`src/rtl/rctm_pkg.sv`:
```
// Package for the raycast column texel mapper: constants, codes, cell types.
// No dependencies.
`default_nettype none
package rctm_pkg;
    localparam int SCREEN_ROWS_DEF = 1024;
    localparam int MAX_TEX_DIM_DEF = 1024;
    localparam int QW  = 27;   // dividend width: (pos-mid) * h
    localparam int LHW = 16;   // divisor width
    localparam int DIV_STEPS = QW;

    localparam logic [1:0] KIND_CEIL  = 2'd0;
    localparam logic [1:0] KIND_WALL  = 2'd1;
    localparam logic [1:0] KIND_FLOOR = 2'd2;
    localparam logic [1:0] KIND_NONE  = 2'd3;

    localparam logic [1:0] REG_TEX_W   = 2'd0;
    localparam logic [1:0] REG_TEX_H   = 2'd1;
    localparam logic [1:0] REG_CEIL_C  = 2'd2;
    localparam logic [1:0] REG_FLOOR_C = 2'd3;

    typedef enum logic [1:0] {ST_IDLE, ST_DIV, ST_OUT} state_t;

    // word passed from one divider cell to the next
    typedef struct packed {
        logic          vld;
        logic [QW-1:0] num;   // remaining dividend bits, MSB first
        logic [LHW:0]  rem;   // partial remainder
        logic [QW-1:0] quo;   // quotient bits so far
    } div_word_t;
endpackage
`default_nettype wire

```
`src/rtl/rctm_div_cell.sv`:
```
// One restoring-division cell: one quotient bit per word handed on.
// Depends on rctm_pkg.
`default_nettype none
module rctm_div_cell
    import rctm_pkg::*;
(
    input  wire logic      clk,
    input  wire logic      rst_n,
    input  wire logic [LHW-1:0] divisor,
    input  wire div_word_t din,
    output div_word_t      dout
);
    div_word_t     word_next;
    logic [LHW:0]  trial;
    logic [LHW+1:0] diff;

    // shift in next dividend bit, subtract when it fits
    always_comb
    begin
        trial = {din.rem[LHW-1:0], din.num[QW-1]};
        diff  = {1'b0, trial} - {2'b0, divisor};
        word_next.vld = din.vld;
        word_next.num = {din.num[QW-2:0], 1'b0};
        if (!diff[LHW+1])
        begin
            word_next.rem = diff[LHW:0];
            word_next.quo = {din.quo[QW-2:0], 1'b1};
        end
        else
        begin
            word_next.rem = trial;
            word_next.quo = {din.quo[QW-2:0], 1'b0};
        end
    end

    // hand the word to the next cell
    always_ff @(posedge clk or negedge rst_n)
    begin
        if (!rst_n)
            dout <= '0;
        else
            dout <= word_next;
    end
endmodule
`default_nettype wire

```
`src/rtl/rctm_div_chain.sv`:
```
// Row of division cells computing dividend / divisor, one bit per cell.
// Depends on rctm_pkg, rctm_div_cell.
`default_nettype none
module rctm_div_chain
    import rctm_pkg::*;
(
    input  wire logic           clk,
    input  wire logic           rst_n,
    input  wire logic           start,
    input  wire logic [QW-1:0]  dividend,
    input  wire logic [LHW-1:0] divisor,
    output logic                done,
    output logic [QW-1:0]       quotient
);
    div_word_t link [DIV_STEPS+1];

    always_comb
    begin
        link[0].vld = start;
        link[0].num = dividend;
        link[0].rem = '0;
        link[0].quo = '0;
    end

    for (genvar i = 0; i < DIV_STEPS; i++)
    begin : g_cell
        rctm_div_cell u_cell (
            .clk(clk), .rst_n(rst_n), .divisor(divisor),
            .din(link[i]), .dout(link[i+1])
        );
    end

    assign done     = link[DIV_STEPS].vld;
    assign quotient = link[DIV_STEPS].quo;
endmodule
`default_nettype wire

```
`config.mk`:
```
export PLATFORM = sky130hd
export DESIGN_NAME = rctm_div_chain
export DESIGN_NICKNAME = d
export VERILOG_FILES = /design/src/rtl/rctm_pkg.sv /design/src/rtl/rctm_div_cell.sv /design/src/rtl/rctm_div_chain.sv
export SDC_FILE = /design/constraint.sdc
export NUM_CORES = 2
export LEC_CHECK = 0
export BUFFER_PORTS_ARGS = -buffer_cell sky130_fd_sc_hd__buf_2
export CORE_MARGIN = 2
export CORE_UTILIZATION = 59
export CTS_CLUSTER_SIZE = 25
export DETAILED_ROUTE_END_ITERATION = 16
export GPL_ROUTABILITY_DRIVEN = 0
export PLACE_DENSITY_LB_ADDON = 0.1
export SLEW_MARGIN = 20
export SYNTH_ARGS = -nofsm -noshare
export SYNTH_HDL_FRONTEND = slang
export SYNTH_HIERARCHICAL = 1
export SYNTH_SLANG_ARGS = --single-unit
export TNS_END_PERCENT = 1
```
`constraint.sdc`:
```
create_clock -name clk -period 2.6 [get_ports clk]
set_clock_uncertainty 0.2 [all_clocks]
set_input_delay 0.78 -clock clk [delete_from_list [all_inputs] [get_ports clk]]
set_output_delay 0.78 -clock clk [all_outputs]
set_load 0.02 [all_outputs]
```
# Word-level counts from Yosys, hierarchy flattened
# Cells that the tools add are included.
# totals
ff_bits	1497
latchBits	0
ramBits	0
rom_bits	0
in_bits	46
out_inout_bits	28
memories	0
# classes
add_sub_neg	27
mul	0
div_mod_pow	0
n_lt_le_gt_ge	0
eq_ne	0
n_shift	0
muxes	27
bitwise	0
reduce_logical	0
# op_table
operator	count
2-to-1 mux 43 bit	26
subtractor 17 x 16 -> 18 bit	26
subtractor 1 x 16 -> 17 bit	1
2-to-1 mux 1 bit	1

# Logic depth before layout (Yosys ltp)
# logic_depth
depth_word	2
depth_mapped	11

# By module
# Netlist, hierarchy kept.
# by_module_without_submodules
mod	n_inst	cells_each	area_per_inst_um2
rctm_div_cell at g_cell[22].u_cell ...	13	229	2969.1
rctm_div_cell at g_cell[0].u_cell ...	11	237	2941.6
rctm_div_cell at g_cell[11].u_cell ...	3	238	2995.4
rctm_div_chain	1	1	3.8

# Worst setup path after synthesis
# OpenSTA, ideal clock, no wires.
# synth_timing
path_kind	input to register
start	input divisor[0]
end	register g_cell[22].u_cell/dout[43] (netlist name)
setup_ns	0.125
t_arrival_ns	2.810
path_slack_ns	-0.534
path_stages	9
path_buffers	0
cell_sequence	ha_1 > inv_1 > fa_1 > a21o_1 > a311oi_1 > nor3_1 > a21o_1 > a221oi_1 > mux2_2
# synth_lines
element	line_no	source
from (decl)	rctm_div_chain.sv:11	input wire logic [LHW-1:0] divisor,

==> impl_metrics.py <==
metrics = {
    "final_layout": {
        "stdcell_area_um2": 79400,
        "finish.utilization_pct": 79.4,
        "drive_above_1_share_pct": 37.1,
        "top_regs": "g_cell.u_cell/dout (1172)",
        "final_nets": 7380,
        "largest_reg_flops": 1172,
        "largest-register": "g_cell.u_cell/dout",
        "syn_to_final_growth_pct": 33.7,
    },
    "global_routing": {
        "grt_pass1_wl_um": 270000,
        "grt_max_degree": 98,
        "overflow": 0,
        "grt_use_total_pct": 33.4,
        "grt_pass1_vias": 50700,
        "antenna_found_initial": 8,
    },
    "place": {
        "placed_area_um2": 72400,
        "dpl.hpwl_um": 116000,
        "port_buffers": 73,
    },
    "clock_network": {
        "clkTransAtPathRegs_ns": 0.08,
        "cts_inserted_buffers": 115,
        "cts_sinks": 1172,
        "cts_tree": "done",
        "htree_levels": 3,
        "root_buffer": "clkbuf_16",
        "clock_path_buffers": 3,
        "clock_latency_ns": 0.78,
    },
    "floorplan": {
        "die_area_um2": 103000,
        "num_rows": 116,
        "die_height_um": 321,
        "die_w_um": 321,
        "pin_count": 74,
        "core_area_um2": 100000,
        "start_util_pct": 59.4,
    },
    "timing": {
        "rsz0062_at_grt": "yes",
        "slew_headroom_pct": 60.2,
        "fin_ws_ns": -0.393,
        "fin_crit_sh_pct": 115,
        "fin_hold_ws_ns": 0.125,
        "hold_viol_final": 0,
        "max_freq_ghz": 0.334,
        "setup_viol": 213,
        "fin_crit_ns": 2.99,
        "tightest_slew_ns": 0.593,
        "final_max_slew_viol_count": 0,
    },
    "logic_synthesis": {
        "yosys_warnings": 6,
        "syn_area_per_cell_um2": 11.3,
        "syn_area_um2": 59400,
        "syn_inst": 5275,
    },
    "detailed_routing": {
        "drc_errors": 0,
        "wl_um": 177000,
        "ant_nets": 0,
        "drt_first_pass_iters": 6,
        "vias": 48400,
        "avgViaCountPerCell": 5.85,
        "wire_per_inst_um": 21.4,
        "initialDrtViolationCount": 3549,
    },
    "min_path": {
        "hold_depth": 0,
        "hold_path_end": "g_cell[12].u_cell/dout[61]",
        "hold_path_class": "reg -> reg",
        "hp-start": "g_cell[11].u_cell/dout[60]",
    },
    "worst_setup_path": {
        "path_class": "reg -> reg",
        "ff2ff_path_depth": 11,
        "timing.rr.start": "g_cell[6].u_cell/dout[70]",
        "critPathMaxFanout": 3,
        "worst_ep_required_time_ns": 3.12,
        "arrival_ns": 3.52,
        "end_kind": "flop",
        "start_kind": "flop",
        "timing.rr.end": "g_cell[7].u_cell/dout[37]",
        "ff2ff_setup_slack_ns": -0.39,
    },
    "power_and_ir_drop": {
        "design_power_total_mw": 110,
        "leakagePower_nw": 37.9,
        "vdd_drop_max_uv": 777,
        "power_density_nw_per_um2": 1380,
    },
    "status": {
        "outcome": "finished with violations",
        "failed_checks": "negative setup slack",
    },
    "flow_run": {
        "maxCapViolCount": 0,
    },
}
[metal layers]
layer,routed length (um),GRT usage (%)
met1,65300,38.6
met2,87700,57.8
met3,11400,6.33
met4,12500,19.7
met5,41,0
[metrics by stage]
stage          std cells  setup slack (ns)  TNS [ns]
6_report            8275            -0.393    -17.84
5_1_grt             8272            -0.411    -30.78
4_1_cts             8253            -0.249     -7.73
3_5_place_dp        8003             -1.12   -391.03
3_3_place_gp        8003             -1.02   -379.72
2_1_floorplan       5307            -0.429   -124.54
[critical path: stages (launching register included)]
cell and delay (ns):
dfrtp_1 0.40, inv_2 0.10, ha_4 0.16, inv_4 0.05
fa_2 0.41, a21o_1 0.21, a311oi_2 0.29, buf_4 0.19
o21bai_4 0.10, mux2_4 0.36, a311oi_4 0.28, mux2_4 0.22
[timing repair]
item / in CTS / in global routing
pin swaps: 91 / 60
hold endpoints to repair: 59 / 0
endpoints found under the setup margin: 396 / 373
hold buffers: 28 / 0
resized for setup: 241 / 229
buffers inserted: 6 / 17
cloned: 1 / 2
[cell usage in the layout (no fill, tap or decap), drive strengths merged, types with 137 or more instances in the layout]
| master | instances |
|---|---|
| a21o | 137 |
| a21oi | 309 |
| buf | 1525 |
| clkbuf | 164 |
| dfrtp | 1172 |
| ha | 432 |
| inv | 561 |
| mux2 | 274 |
| nand2 | 263 |
| nand3 | 163 |
| nor2 | 279 |
| o21ai | 236 |
| xnor2 | 155 |
[area by class of cell]
cell class	instances	area, um^2
clock inverter	54	674
clock buffer	161	3380
antenna	3	7.51
timing repair buffer	1556	12500
inverter	557	2140
tap	1298	1620
fill	5968	20600
multi-input combinational	3474	29700
sequential	1172	29300
[report_power, final]
group          switching [mW]  leakage [nW]  internal, mW
Combinational            30.1          22.5          32.8
Sequential               4.35          13.4          24.7
Clock                    7.61          1.99          10.0
Total                    42.1          37.9          67.6
[worst max path at each step]
stage / startpoint / end / depth (start not counted)
finish: g_cell[6].u_cell/dout[70] / g_cell[7].u_cell/dout[37] / 11
global route: g_cell[6].u_cell/dout[70] / g_cell[7].u_cell/dout[37] / 11
CTS: g_cell[6].u_cell/dout[70] / g_cell[7].u_cell/dout[37] / 11
detailed placement: divisor[0] / g_cell[7].u_cell/dout[37] / 12
global placement: divisor[6] / g_cell[21].u_cell/dout[33] / 11
floorplan: divisor[10] / g_cell[10].u_cell/dout[37] / 11
Power figures use the tool's default switching activity.
